==> config.mk <==
export PLATFORM = sky130hd
export DESIGN_NAME = i2c_master_bit_engine_flat
export DESIGN_NICKNAME = d
export VERILOG_FILES = /design/src/hdl/i2cmbe_pkg.sv /design/src/hdl/i2cmbe_if.sv /design/src/hdl/i2c_master_bit_engine.sv /design/src/hdl/i2cmbe_queue.sv /design/src/hdl/i2cmbe_front.sv /design/src/hdl/i2cmbe_back.sv /design/src/flat_wrapper.sv
export SDC_FILE = /design/constraint.sdc
export NUM_CORES = 1
export LEC_CHECK = 0
export ABC_AREA = 1
export ABC_CLOCK_PERIOD_IN_PS = 7170
export BUFFER_PORTS_ARGS = -buffer_cell sky130_fd_sc_hd__buf_4
export CAP_MARGIN = 5
export CORE_UTILIZATION = 60
export CTS_BUF_LIST = sky130_fd_sc_hd__clkbuf_16
export CTS_CLUSTER_DIAMETER = 100
export DETAILED_ROUTE_END_ITERATION = 10
export PLACE_DENSITY = 0.8
export RECOVER_POWER = 25
export SETUP_SLACK_MARGIN = 0.5
export SLEW_MARGIN = 5
export SYNTH_ARGS = -nofsm -noshare
export SYNTH_HDL_FRONTEND = slang
export SYNTH_HIERARCHICAL = 1
export SYNTH_SLANG_ARGS = --single-unit
==> constraint.sdc <==
create_clock -name clk_i -period 7.17 [get_ports clk_i]
set_input_delay 1.7925 -clock clk_i [delete_from_list [all_inputs] [get_ports clk_i]]
set_output_delay 1.7925 -clock clk_i [all_outputs]
set_load 0.01 [all_outputs]
==> src/hdl/i2cmbe_pkg.sv <==
// Package: command codes, widths and shared types of the I2C master bit engine.
package i2cmbe_pkg;

  localparam int unsigned OpcodeW     = 3;
  localparam int unsigned ByteW       = 8;
  localparam int unsigned PhaseW      = 5;
  localparam int unsigned BitsPerByte = 8;
  localparam int unsigned QueueDepth  = 2;

  localparam logic [ByteW-1:0] AckLimitReset = 8'd250;

  typedef enum logic [OpcodeW-1:0] {
    CMD_NONE      = 3'd0,
    CMD_START     = 3'd1,
    CMD_STOP      = 3'd2,
    CMD_WRITE     = 3'd3,
    CMD_WAIT_ACK  = 3'd4,
    CMD_READ_ACK  = 3'd5,
    CMD_READ_NACK = 3'd6
  } cmd_e;

  // Classified tick as it travels from the front end to the sequencer.
  typedef struct packed {
    cmd_e             cmd;
    logic [ByteW-1:0] write_byte;
    logic             sda_in;
  } tick_t;

  typedef struct packed {
    logic             scl_level;
    logic             sda_enable;
    logic             sda_level;
    logic             busy_res;
    logic             done_res;
    logic [ByteW-1:0] read_byte;
    logic             ack_failed;
  } result_t;

  // Queue handshake toward the sequencer.
  typedef struct packed {
    logic valid;
    logic ready;
  } queue_hs_t;

endpackage

==> src/hdl/i2cmbe_if.sv <==
// Interfaces: tick input, result output and configuration write channels.
interface i2cmbe_in_if;
  import i2cmbe_pkg::*;
  logic               valid;
  logic               ready;
  logic [OpcodeW-1:0] opcode;
  logic [ByteW-1:0]   write_byte;
  logic               sda_in;
  modport source (output valid, opcode, write_byte, sda_in, input ready);
  modport sink   (input valid, opcode, write_byte, sda_in, output ready);
endinterface

interface i2cmbe_out_if;
  import i2cmbe_pkg::*;
  logic             valid;
  logic             ready;
  logic             scl_level;
  logic             sda_enable;
  logic             sda_level;
  logic             busy_res;
  logic             done_res;
  logic [ByteW-1:0] read_byte;
  logic             ack_failed;
  modport source (output valid, scl_level, sda_enable, sda_level, busy_res, done_res,
                  read_byte, ack_failed, input ready);
  modport sink   (input valid, scl_level, sda_enable, sda_level, busy_res, done_res,
                  read_byte, ack_failed, output ready);
endinterface

interface i2cmbe_cfg_if;
  import i2cmbe_pkg::*;
  logic             valid;
  logic             ready;
  logic [ByteW-1:0] ack_timeout_limit;
  modport source (output valid, ack_timeout_limit, input ready);
  modport sink   (input valid, ack_timeout_limit, output ready);
endinterface

==> src/hdl/i2c_master_bit_engine.sv <==
// I2C master bit engine: each accepted tick word yields exactly one result word
// with the SCL level, SDA drive and enable, busy, done, last read byte and the
// acknowledge-failure flag. A front end classifies the opcode and stores the tick
// in a two-entry queue; the sequencer takes one tick per clock while the result
// register is free or being taken, and registers its result, so the engine
// sustains one tick per clock cycle when the result output is not stalled. A
// result word is valid from the clock edge at which its tick leaves the queue.
// Commands arriving while a sequence runs are ignored. The timeout limit is
// written through the configuration channel, which is always ready.
module i2c_master_bit_engine #(
  parameter int unsigned QUEUE_DEPTH = i2cmbe_pkg::QueueDepth
) (
  input  logic          clk_i,
  input  logic          rst_ni,
  i2cmbe_in_if.sink     in_i,
  i2cmbe_cfg_if.sink    cfg_i,
  i2cmbe_out_if.source  out_o
);
  import i2cmbe_pkg::*;

  logic      push;
  tick_t     push_data;
  logic      queue_full;
  queue_hs_t queue_hs;
  logic      pop;
  tick_t     head;

  i2cmbe_front u_front (
    .in_i         (in_i),
    .queue_full_i (queue_full),
    .push_o       (push),
    .push_data_o  (push_data)
  );

  i2cmbe_queue #(
    .Depth (QUEUE_DEPTH)
  ) u_queue (
    .clk_i       (clk_i),
    .rst_ni      (rst_ni),
    .push_i      (push),
    .push_data_i (push_data),
    .full_o      (queue_full),
    .pop_hs_o    (queue_hs),
    .pop_i       (pop),
    .pop_data_o  (head)
  );

  i2cmbe_back u_back (
    .clk_i      (clk_i),
    .rst_ni     (rst_ni),
    .queue_hs_i (queue_hs),
    .tick_i     (head),
    .pop_o      (pop),
    .cfg_i      (cfg_i),
    .out_o      (out_o)
  );

endmodule

==> src/hdl/i2cmbe_queue.sv <==
// Small flop-based FIFO of classified ticks between front end and sequencer.
module i2cmbe_queue #(
  parameter int unsigned Depth = i2cmbe_pkg::QueueDepth
) (
  input  logic                clk_i,
  input  logic                rst_ni,
  input  logic                push_i,
  input  i2cmbe_pkg::tick_t   push_data_i,
  output logic                full_o,
  output i2cmbe_pkg::queue_hs_t pop_hs_o,
  input  logic                pop_i,
  output i2cmbe_pkg::tick_t   pop_data_o
);
  import i2cmbe_pkg::*;

  localparam int unsigned PtrW = (Depth > 1) ? $clog2(Depth) : 1;
  localparam int unsigned CntW = $clog2(Depth + 1);

  tick_t            mem_q [Depth];
  logic [PtrW-1:0]  wr_ptr_q, wr_ptr_d;
  logic [PtrW-1:0]  rd_ptr_q, rd_ptr_d;
  logic [CntW-1:0]  count_q, count_d;
  logic             do_push, do_pop;

  function automatic logic [PtrW-1:0] ptr_inc(input logic [PtrW-1:0] ptr);
    logic [PtrW-1:0] res;
    if (ptr == PtrW'(Depth - 1)) begin
      res = '0;
    end else begin
      res = ptr + PtrW'(1);
    end
    return res;
  endfunction

  assign full_o         = (count_q == CntW'(Depth));
  assign pop_hs_o.valid = (count_q != '0);
  assign pop_hs_o.ready = pop_i;
  assign pop_data_o     = mem_q[rd_ptr_q];
  assign do_push        = push_i & ~full_o;
  assign do_pop         = pop_i & pop_hs_o.valid;

  always_comb begin
    wr_ptr_d = do_push ? ptr_inc(wr_ptr_q) : wr_ptr_q;
    rd_ptr_d = do_pop  ? ptr_inc(rd_ptr_q) : rd_ptr_q;
    count_d  = count_q;
    if (do_push && !do_pop) begin
      count_d = count_q + CntW'(1);
    end else if (do_pop && !do_push) begin
      count_d = count_q - CntW'(1);
    end
  end

  always_ff @(posedge clk_i or negedge rst_ni) begin
    if (!rst_ni) begin
      wr_ptr_q <= '0;
      rd_ptr_q <= '0;
      count_q  <= '0;
    end else begin
      wr_ptr_q <= wr_ptr_d;
      rd_ptr_q <= rd_ptr_d;
      count_q  <= count_d;
    end
  end

  always_ff @(posedge clk_i) begin
    if (do_push) begin
      mem_q[wr_ptr_q] <= push_data_i;
    end
  end

endmodule

==> src/hdl/i2cmbe_front.sv <==
// Front end: accept tick words, classify the opcode and push them into the queue.
module i2cmbe_front (
  i2cmbe_in_if.sink         in_i,
  input  logic              queue_full_i,
  output logic              push_o,
  output i2cmbe_pkg::tick_t push_data_o
);
  import i2cmbe_pkg::*;

  cmd_e cmd;

  // Drop unused opcode seven to no command.
  always_comb begin
    unique case (in_i.opcode)
      CMD_START:     cmd = CMD_START;
      CMD_STOP:      cmd = CMD_STOP;
      CMD_WRITE:     cmd = CMD_WRITE;
      CMD_WAIT_ACK:  cmd = CMD_WAIT_ACK;
      CMD_READ_ACK:  cmd = CMD_READ_ACK;
      CMD_READ_NACK: cmd = CMD_READ_NACK;
      default:       cmd = CMD_NONE;
    endcase
  end

  assign in_i.ready             = ~queue_full_i;
  assign push_o                 = in_i.valid & ~queue_full_i;
  assign push_data_o.cmd        = cmd;
  assign push_data_o.write_byte = in_i.write_byte;
  assign push_data_o.sda_in     = in_i.sda_in;

endmodule

==> src/hdl/i2cmbe_back.sv <==
// Back end: line sequencer, at most one phase per tick, with registered result.
module i2cmbe_back (
  input  logic                  clk_i,
  input  logic                  rst_ni,
  input  i2cmbe_pkg::queue_hs_t queue_hs_i,
  input  i2cmbe_pkg::tick_t     tick_i,
  output logic                  pop_o,
  i2cmbe_cfg_if.sink            cfg_i,
  i2cmbe_out_if.source          out_o
);
  import i2cmbe_pkg::*;

  localparam logic [PhaseW-1:0] RwBitPhases = PhaseW'(2 * BitsPerByte);
  localparam logic [PhaseW-1:0] LastBitPh   = PhaseW'(2 * BitsPerByte - 1);

  cmd_e              active_q, active_d;
  logic [PhaseW-1:0] phase_q, phase_d;
  logic [ByteW-1:0]  shift_q, shift_d;
  logic [ByteW-1:0]  tmo_q, tmo_d;
  logic [ByteW-1:0]  held_q, held_d;
  logic [ByteW-1:0]  limit_q;
  logic              scl_q, scl_d;
  logic              sda_q, sda_d;
  logic              sda_en_q, sda_en_d;
  logic              fail_q, fail_d;
  logic              out_valid_q, out_valid_d;
  result_t           res_q, res_d;
  logic              done;
  logic [PhaseW-1:0] p;
  logic [PhaseW-1:0] next;

  assign cfg_i.ready = 1'b1;
  // Advance when the result register is free or being taken this cycle.
  assign pop_o       = queue_hs_i.valid & (~out_valid_q | out_o.ready);

  always_comb begin
    active_d = active_q;
    phase_d  = phase_q;
    shift_d  = shift_q;
    tmo_d    = tmo_q;
    held_d   = held_q;
    scl_d    = scl_q;
    sda_d    = sda_q;
    sda_en_d = sda_en_q;
    fail_d   = fail_q;
    done     = 1'b0;
    p        = '0;
    next     = '0;
    if (pop_o) begin
      if (active_q == CMD_NONE && tick_i.cmd != CMD_NONE) begin
        active_d = tick_i.cmd;
        phase_d  = '0;
        priority case (tick_i.cmd)
          CMD_WRITE: shift_d = tick_i.write_byte;
          CMD_WAIT_ACK: begin
            tmo_d  = '0;
            fail_d = 1'b0;
          end
          CMD_READ_ACK, CMD_READ_NACK: shift_d = '0;
          default: ;
        endcase
      end
      if (active_d != CMD_NONE) begin
        p    = phase_d;
        next = p + PhaseW'(1);
        unique case (active_d)
          CMD_START: begin
            sda_en_d = 1'b1;
            if (p == PhaseW'(0)) begin
              scl_d = 1'b1; sda_d = 1'b1;
            end else if (p == PhaseW'(1)) begin
              scl_d = 1'b1; sda_d = 1'b0;
            end else begin
              scl_d = 1'b0; sda_d = 1'b0; done = 1'b1;
            end
          end
          CMD_STOP: begin
            sda_en_d = 1'b1;
            if (p == PhaseW'(0)) begin
              scl_d = 1'b0; sda_d = 1'b0;
            end else begin
              scl_d = 1'b1; sda_d = 1'b1; done = 1'b1;
            end
          end
          CMD_WRITE: begin
            sda_en_d = 1'b1;
            sda_d    = shift_d[ByteW-1];
            if (!p[0]) begin
              scl_d = 1'b1;
            end else begin
              scl_d   = 1'b0;
              shift_d = {shift_d[ByteW-2:0], 1'b0};
              if (p >= LastBitPh) begin
                done = 1'b1;
              end
            end
          end
          CMD_WAIT_ACK: begin
            if (p == PhaseW'(0)) begin
              sda_en_d = 1'b0; sda_d = 1'b1;
            end else if (p == PhaseW'(1)) begin
              scl_d = 1'b1;
            end else if (p == PhaseW'(2)) begin
              scl_d = 1'b1;
              if (!tick_i.sda_in) begin
                scl_d = 1'b0; done = 1'b1;
              end else if (tmo_d >= limit_q) begin
                // Timed out: pull SDA low, then finish with the stop edge.
                fail_d   = 1'b1;
                scl_d    = 1'b0; sda_d = 1'b0; sda_en_d = 1'b1;
                next     = PhaseW'(3);
              end else begin
                tmo_d = tmo_d + ByteW'(1);
                next  = PhaseW'(2);
              end
            end else begin
              sda_en_d = 1'b1;
              scl_d = 1'b1; sda_d = 1'b1; done = 1'b1;
            end
          end
          CMD_READ_ACK, CMD_READ_NACK: begin
            if (p < RwBitPhases) begin
              sda_en_d = 1'b0; sda_d = 1'b1;
              if (!p[0]) begin
                scl_d = 1'b0;
              end else begin
                scl_d   = 1'b1;
                shift_d = {shift_d[ByteW-2:0], tick_i.sda_in};
                if (p == LastBitPh) begin
                  held_d = shift_d;
                end
              end
            end else if (p == RwBitPhases) begin
              scl_d    = 1'b0; sda_en_d = 1'b1;
              sda_d    = (active_d == CMD_READ_NACK);
            end else if (p == RwBitPhases + PhaseW'(1)) begin
              scl_d = 1'b1;
            end else begin
              scl_d = 1'b0; done = 1'b1;
            end
          end
          default: ;
        endcase
        if (done) begin
          active_d = CMD_NONE;
          phase_d  = '0;
        end else begin
          phase_d = next;
        end
      end
    end
  end

  always_comb begin
    res_d.scl_level  = scl_d;
    res_d.sda_enable = sda_en_d;
    res_d.sda_level  = sda_d;
    res_d.busy_res   = (active_d != CMD_NONE);
    res_d.done_res   = done;
    res_d.read_byte  = held_d;
    res_d.ack_failed = fail_d;
    out_valid_d      = pop_o | (out_valid_q & ~out_o.ready);
  end

  always_ff @(posedge clk_i or negedge rst_ni) begin
    if (!rst_ni) begin
      active_q    <= CMD_NONE;
      phase_q     <= '0;
      shift_q     <= '0;
      tmo_q       <= '0;
      held_q      <= '0;
      scl_q       <= 1'b1;
      sda_q       <= 1'b1;
      sda_en_q    <= 1'b1;
      fail_q      <= 1'b0;
      limit_q     <= AckLimitReset;
      out_valid_q <= 1'b0;
    end else begin
      active_q    <= active_d;
      phase_q     <= phase_d;
      shift_q     <= shift_d;
      tmo_q       <= tmo_d;
      held_q      <= held_d;
      scl_q       <= scl_d;
      sda_q       <= sda_d;
      sda_en_q    <= sda_en_d;
      fail_q      <= fail_d;
      out_valid_q <= out_valid_d;
      if (cfg_i.valid) begin
        limit_q <= cfg_i.ack_timeout_limit;
      end
    end
  end

  always_ff @(posedge clk_i) begin
    if (pop_o) begin
      res_q <= res_d;
    end
  end

  assign out_o.valid      = out_valid_q;
  assign out_o.scl_level  = res_q.scl_level;
  assign out_o.sda_enable = res_q.sda_enable;
  assign out_o.sda_level  = res_q.sda_level;
  assign out_o.busy_res   = res_q.busy_res;
  assign out_o.done_res   = res_q.done_res;
  assign out_o.read_byte  = res_q.read_byte;
  assign out_o.ack_failed = res_q.ack_failed;

endmodule
==> src/flat_wrapper.sv <==
// flat-port wrapper written by rule: the top's interface ports become plain ports
module i2c_master_bit_engine_flat import i2cmbe_pkg::*;
#(
  parameter int unsigned QUEUE_DEPTH = i2cmbe_pkg::QueueDepth
)
  (clk_i, rst_ni, in_i_valid, in_i_opcode, in_i_write_byte, in_i_sda_in, in_i_ready, cfg_i_valid, cfg_i_ack_timeout_limit, cfg_i_ready, out_o_valid, out_o_scl_level, out_o_sda_enable, out_o_sda_level, out_o_busy_res, out_o_done_res, out_o_read_byte, out_o_ack_failed, out_o_ready);
  i2cmbe_in_if in_i_i ();
  i2cmbe_cfg_if cfg_i_i ();
  i2cmbe_out_if out_o_i ();
  input  logic clk_i;
  input  logic rst_ni;
  input wire logic [$bits(in_i_i.valid)-1:0] in_i_valid;
  input wire logic [$bits(in_i_i.opcode)-1:0] in_i_opcode;
  input wire logic [$bits(in_i_i.write_byte)-1:0] in_i_write_byte;
  input wire logic [$bits(in_i_i.sda_in)-1:0] in_i_sda_in;
  output wire logic [$bits(in_i_i.ready)-1:0] in_i_ready;
  input wire logic [$bits(cfg_i_i.valid)-1:0] cfg_i_valid;
  input wire logic [$bits(cfg_i_i.ack_timeout_limit)-1:0] cfg_i_ack_timeout_limit;
  output wire logic [$bits(cfg_i_i.ready)-1:0] cfg_i_ready;
  output wire logic [$bits(out_o_i.valid)-1:0] out_o_valid;
  output wire logic [$bits(out_o_i.scl_level)-1:0] out_o_scl_level;
  output wire logic [$bits(out_o_i.sda_enable)-1:0] out_o_sda_enable;
  output wire logic [$bits(out_o_i.sda_level)-1:0] out_o_sda_level;
  output wire logic [$bits(out_o_i.busy_res)-1:0] out_o_busy_res;
  output wire logic [$bits(out_o_i.done_res)-1:0] out_o_done_res;
  output wire logic [$bits(out_o_i.read_byte)-1:0] out_o_read_byte;
  output wire logic [$bits(out_o_i.ack_failed)-1:0] out_o_ack_failed;
  input wire logic [$bits(out_o_i.ready)-1:0] out_o_ready;
  assign in_i_i.valid = in_i_valid;
  assign in_i_i.opcode = in_i_opcode;
  assign in_i_i.write_byte = in_i_write_byte;
  assign in_i_i.sda_in = in_i_sda_in;
  assign in_i_ready = in_i_i.ready;
  assign cfg_i_i.valid = cfg_i_valid;
  assign cfg_i_i.ack_timeout_limit = cfg_i_ack_timeout_limit;
  assign cfg_i_ready = cfg_i_i.ready;
  assign out_o_valid = out_o_i.valid;
  assign out_o_scl_level = out_o_i.scl_level;
  assign out_o_sda_enable = out_o_i.sda_enable;
  assign out_o_sda_level = out_o_i.sda_level;
  assign out_o_busy_res = out_o_i.busy_res;
  assign out_o_done_res = out_o_i.done_res;
  assign out_o_read_byte = out_o_i.read_byte;
  assign out_o_ack_failed = out_o_i.ack_failed;
  assign out_o_i.ready = out_o_ready;
  i2c_master_bit_engine #(.QUEUE_DEPTH(QUEUE_DEPTH)) u_core (.clk_i(clk_i), .rst_ni(rst_ni), .in_i(in_i_i), .cfg_i(cfg_i_i), .out_o(out_o_i));
endmodule
==> impl_metrics.env, run 1 <==
export IMPL_whs_ps=491
export IMPL_startpoint_type="input pin"
export IMPL_path_cells="clkbuf_1"
export IMPL_critPathMaxFanout=49
export IMPL_layout_common_cells="nand2_1, inv_1, nor2_1"
export IMPL_drcViolationCount=0
export IMPL_root_buffer="clkbuf_16"
export IMPL_placedCellCount=696
export IMPL_clk_path_buf_depth=2
export IMPL_antenna_found_initial=0
export IMPL_cts_hold_buf=0
export IMPL_syn_area_sq_mm=0.00481
export IMPL_yosys_warnings=6
export IMPL_rsz0062_at_grt="no"
export IMPL_layout_setup_ws_ps=3320
export IMPL_first_global_vias=3727
export IMPL_grt_max_degree=50
export IMPL_r2r_start="u_core/u_queue/rd_ptr_q"
export IMPL_end_kind="async pin"
export IMPL_drtIter0Drc=208
export IMPL_vias=3823
export IMPL_min_period_ps=3850
export IMPL_hold_end="u_core/u_back/shift_q[5]"
export IMPL_post_cts_buffers=0
export IMPL_diodes=0
export IMPL_layout_cells_non_filler=712
export IMPL_peakVddDrop_mv=0.226
export IMPL_min_path_cells=2
export IMPL_powerDensity_mw_per_mm2=460
export IMPL_critPathKind="input pin to async pin"
export IMPL_syn_inst=571
export IMPL_path_delay_family="buffers and inverters"
export IMPL_p_leak_nw=2.61
export IMPL_path_clk_slew_ps=60
export IMPL_insertion_delay_ps=330
export IMPL_cp_data_arrival_time_ps=3700
export IMPL_finalHoldViolCount=0
export IMPL_final_max_slew_viol_count=50
export IMPL_tns_ps=0
export IMPL_routed_wl_mm=9.54
export IMPL_row_count=32
export IMPL_finalSetupViolCount=0
export IMPL_gr_usage_all_layers_pct=24.4
export IMPL_die_w_um=91.5
export IMPL_synth_nets=611
export IMPL_min_path_type="flip-flop to flip-flop"
export IMPL_drive_above_1_share_pct=17.9
export IMPL_htreeDepth=3
export IMPL_slew_limit_headroom_pct=-80.0
export IMPL_worst_path_buf_inv=1
export IMPL_firstDrtPassIters=5
export IMPL_worst_slew_pin_slew_ps=2700
export IMPL_r2r_end="u_core/u_back/out_o.busy_res"
export IMPL_place_hpwl_mm=6.97
export IMPL_clock_skew_ps=8.28
export IMPL_grt_pass1_wl_mm=16.2
export IMPL_cts_sinks=87
export IMPL_initial_utilization_pct=62.2
export IMPL_syn_to_final_growth_pct=12.8
export IMPL_io_pins=42
export IMPL_status="complete, but fails checks"
export IMPL_cp_required_ps=7020
export IMPL_port_buffers=40
export IMPL_synth_avg_cell_area_sq_um=8.42
export IMPL_nNetsFinal=645
export IMPL_period_share_pct=53.7
export IMPL_layout_commonest_cell="nand2_1"
export IMPL_numCtsBuffers=9
export IMPL_max_freq_mhz=260
export IMPL_fillers=595
export IMPL_r2r_setup_slack_ps=3610
export IMPL_power_mw=2.49
export IMPL_viasPerCell=5.37
export IMPL_failed_checks="max-capacitance violations, max-slew violations"
export IMPL_tritoncts="done"
export IMPL_slowest_stage="clkbuf_1"
export IMPL_cap_violations=1
export IMPL_worst_r2r_path_depth=20
export IMPL_place_congestion=0.928
export IMPL_core_area_sq_mm=0.00773
export IMPL_post_place_ws_ps=3410
export IMPL_overflow=0
export IMPL_cp_slowest_stage_delay_ps=1880
export IMPL_dieArea_sq_mm=0.00837
export IMPL_die_h_um=91.5
export IMPL_min_from="u_core/u_back/shift_q[5]"
export IMPL_cts_resized=0
export IMPL_antenna_left=0
export IMPL_wire_per_inst_um=13.4
-- state kept, by name, summed over array words and instances, names as in the netlist, 2 cells and up --
signal	flops
u_core/u_queue/count_q	2
u_core/u_back/held_q	8
u_core/u_back/phase_q	5
u_core/u_back/shift_q	8
u_core/u_queue/mem_q	24
u_core/u_back/out_o.read_byte	8
u_core/u_back/tmo_q	8
u_core/u_back/active_q	3
u_core/u_back/limit_q	8
-- per-layer routing --
layer	up-vias	wire length, um	track usage (%)
li1	1901	-	-
met1	1782	4070	28.5
met2	121	4880	44.0
met3	19	424	4.19
met4	0	161	10.1
met5	-	0	0
-- stage by stage --
step | instance area [sq um] | utilization (%)
4_1_cts | 5440 | 70.4
3_3_place_gp | 5120 | 66.2
3_5_place_dp | 5120 | 66.2
6_report | 5420 | 70.2
2_1_floorplan | 4810 | -
5_1_grt | 5420 | 70.2
-- worst max path at each step --
| stage | cells after the start | from | endpoint | slack, ps |
|---|---|---|---|---|
| after detailed placement | 12 | out_o_ready | u_core/u_queue/count_q[1] | 3410 |
| after global routing | 1 | rst_ni | u_core/u_back/held_q[5] | 2840 |
| after global placement | 12 | out_o_ready | u_core/u_queue/count_q[1] | 3490 |
| after floorplan | 11 | out_o_ready | u_core/u_queue/count_q[1] | 3550 |
| final | 1 | rst_ni | u_core/u_back/fail_q | 3320 |
| after CTS | 20 | u_core/u_queue/rd_ptr_q | u_core/u_back/out_o.busy_res | 3670 |
-- tightest hold or removal path: cells and delay by family, from the launching register on --
kind | cells | cell delay, ps
AND/OR/NAND/NOR | 2 | 120
flip-flops | 1 | 350
-- layout make-up --
type                       instances  area, sq um  area share (%)
tap                              102          128            2.35
timing repair buffer              41          293            5.40
sequential                        87         2380            43.9
clock inverter                     7         95.1            1.75
clock buffer                       9          225            4.15
inverter                          78          293            5.40
multi-input combinational        388         2010            37.1
-- power breakdown --
group	leakage, nW	internal (mW)	total, mW	switching, mW
combinational	1.48	0.384	1.20	0.812
clock	0.156	0.306	0.494	0.188
sequential	0.971	0.710	0.804	0.0937
(Power assumes the default switching activity.)
==> run 2, diff against run 1 <==
--- a/config.mk
+++ b/config.mk
@@ -5,15 +5,15 @@
 export SDC_FILE = /design/constraint.sdc
 export NUM_CORES = 1
 export LEC_CHECK = 0
-export ABC_AREA = 1
-export ABC_CLOCK_PERIOD_IN_PS = 7170
+export ABC_AREA = 0
+export ABC_CLOCK_PERIOD_IN_PS = 3500
 export BUFFER_PORTS_ARGS = -buffer_cell sky130_fd_sc_hd__buf_4
 export CAP_MARGIN = 5
-export CORE_UTILIZATION = 60
+export CORE_UTILIZATION = 54
 export CTS_BUF_LIST = sky130_fd_sc_hd__clkbuf_16
 export CTS_CLUSTER_DIAMETER = 100
 export DETAILED_ROUTE_END_ITERATION = 10
-export PLACE_DENSITY = 0.8
+export PLACE_DENSITY = 0.76
 export RECOVER_POWER = 25
 export SETUP_SLACK_MARGIN = 0.5
 export SLEW_MARGIN = 5
==> constraint.sdc (replaced) <==
create_clock -name clk_i -period 3.5 [get_ports clk_i]
set_input_delay 0.875 -clock clk_i [delete_from_list [all_inputs] [get_ports clk_i]]
set_output_delay 0.875 -clock clk_i [all_outputs]
set_load 0.01 [all_outputs]
==> run 2 against run 1 <==
Against the previous run:
- the run now ends clean
- wire length is 19% higher
- die area up 7.4%
- cell count shrank 15%
- register-to-register slack worse by 3200 ps
- sequential share of layout area fell by 3.7 points
- area after synthesis shrank 3.1%
- critical path depth grew 14
- utilization is 1.2 points higher
- largest cell class unchanged
==> impl_metrics.env, run 2 <==
export IMPL_drive_above_1_share_pct=37.1
export IMPL_overflow=0
export IMPL_dieArea_sq_mm=0.00900
export IMPL_gr_usage_all_layers_pct=26.4
export IMPL_initial_utilization_pct=56.1
export IMPL_core_area_sq_mm=0.00830
export IMPL_cts_hold_buf=0
export IMPL_cts_sinks=87
export IMPL_power_frac_seq_pct=31.1
export IMPL_placedCellCount=555
export IMPL_viasPerCell=6.15
export IMPL_max_freq_mhz=321
export IMPL_syn_area_sq_mm=0.00466
export IMPL_root_buffer="clkbuf_16"
export IMPL_p_clk_share_pct=17.7
export IMPL_htreeDepth=3
export IMPL_p_leak_nw=2.46
export IMPL_end_kind="flip-flop"
export IMPL_p_switching_mw=2.17
export IMPL_p_int_mw=3.13
export IMPL_die_w_um=94.9
export IMPL_diodes=0
export IMPL_final_cell_area_sq_mm=0.00593
export IMPL_fin_util_pct=71.4
export IMPL_finalHoldViolCount=0
export IMPL_peakVddDrop_mv=0.411
export IMPL_nNetsFinal=534
export IMPL_yosys_warnings=6
export IMPL_firstDrtPassIters=5
export IMPL_die_h_um=94.9
export IMPL_min_path_type="flip-flop to flip-flop"
export IMPL_numCtsBuffers=9
export IMPL_layout_common_cells="buf_4, nand2_1, edfxtp_1"
export IMPL_finalSetupViolCount=0
export IMPL_regMostFlops="u_core/u_queue/mem_q"
export IMPL_cap_violations=0
export IMPL_wire_per_inst_um=18.8
export IMPL_drtIter0Drc=353
export IMPL_antenna_left=0
export IMPL_final_max_slew_viol_count=0
export IMPL_worst_slew_pin_slew_ps=1250
export IMPL_p_sw_share_pct=41.0
export IMPL_tritoncts="done"
export IMPL_fillers=548
export IMPL_whs_ps=496
export IMPL_critPathKind="flip-flop to flip-flop"
export IMPL_period_share_pct=89.1
export IMPL_place_congestion=0.901
export IMPL_io_pins=42
export IMPL_synth_nets=466
export IMPL_power_frac_comb_pct=51.2
export IMPL_port_buffers=40
export IMPL_syn_to_final_growth_pct=27.3
export IMPL_drcViolationCount=0
export IMPL_layout_commonest_cell="buf_4"
export IMPL_min_period_ps=3120
export IMPL_cp_required_ps=3730
export IMPL_place_hpwl_mm=6.84
export IMPL_grt_max_degree=50
export IMPL_cp_data_arrival_time_ps=3340
export IMPL_critPathMaxFanout=4
export IMPL_syn_inst=426
export IMPL_dpl_cell_area_sq_mm=0.00509
export IMPL_tns_ps=0
export IMPL_slew_limit_headroom_pct=17.0
export IMPL_routed_wl_mm=11.4
export IMPL_insertion_delay_ps=340
export IMPL_rsz0062_at_grt="yes"
export IMPL_status="completed"
export IMPL_largest_reg_flops=24
export IMPL_powerDensity_mw_per_mm2=895
export IMPL_startpoint_type="flip-flop"
export IMPL_first_global_vias=3627
export IMPL_row_count=33
export IMPL_path_clk_slew_ps=80
export IMPL_clock_skew_ps=13.8
export IMPL_antenna_found_initial=0
export IMPL_vias=3713
export IMPL_layout_cells_non_filler=604
export IMPL_clk_path_buf_depth=2
export IMPL_synth_avg_cell_area_sq_um=10.9
export IMPL_grt_pass1_wl_mm=17.8
## run 2: power groups by stage
stage | Combinational [mW] | Clock (mW) | Sequential (mW)
after global routing | 2.92 | 0.996 | 1.68
after CTS | 2.46 | 0.959 | 1.63
after detailed placement | 2.11 | 0 | 1.64
after global placement | 2.07 | 0 | 1.63
after floorplan | 1.63 | 0 | 1.58
final | 2.72 | 0.938 | 1.65
## run 2: through the flow
step / setup slack, ps / power (mW)
after CTS: 434 / 5.05
after detailed placement: 164 / 3.75
after global routing: 260 / 5.59
after global placement: 187 / 3.70
after floorplan: 298 / 3.21
final: 383 / 5.30
## run 2: what timing repair did
action / 4_1_cts / 5_1_grt
buffers inserted: 25 / 8
setup endpoints to repair: 41 / 48
pin swaps: 17 / 11
gates resized for setup: 43 / 25
## run 2: final cells by class
type                       count  area [sq um]  area share [%]
sequential                    87          2380            40.2
multi-input combinational    289          2360            39.8
timing repair buffer          86           674            11.4
clock buffer                   9           225            3.80
tap                          105           131            2.22
inverter                      21          81.3            1.37
clock inverter                 7          72.6            1.22
## run 2: final timing paths
path | start | endpoint | slack [ps] | depth (start not counted)
setup / recovery | u_core/u_queue/rd_ptr_q | u_core/u_back/tmo_q[3] | 380 | 15
hold / removal | u_core/u_back/tmo_q[7] | u_core/u_back/tmo_q[7] | 500 | 1
hold reg to reg | u_core/u_back/tmo_q[7] | u_core/u_back/tmo_q[7] | 500 | 1
setup reg to reg | u_core/u_queue/rd_ptr_q | u_core/u_back/tmo_q[3] | 380 | 15
max in group asynchronous | rst_ni | u_core/u_queue/rd_ptr_q | 1890 | 1
min in group asynchronous | rst_ni | u_core/u_back/active_q[2] | 790 | 1
## run 2: worst max-delay path, stage by stage, from the launching register on
cell and delay [ps]:
dfrtp_2 440, mux2_4 320, buf_8 130, or3_4 380, nand2_4 80, and2_4 200, inv_4 60, ha_4 170
nor2_4 140, o2111ai_2 160, and2b_4 340, buf_4 120, buf_6 80, buf_4 90, nand4_1 110, xor2_1 170
## run 2: routing by layer
| metal | vias to the layer above | share of wire [%] | track usage (%) |
|---|---|---|---|
| met5 | - | 0 | 0 |
| met4 | 0 | 3.2 | 13.1 |
| met3 | 37 | 6.2 | 4.91 |
| met2 | 192 | 50 | 43.4 |
| met1 | 1790 | 41 | 33.4 |
| li1 | 1694 | - | - |
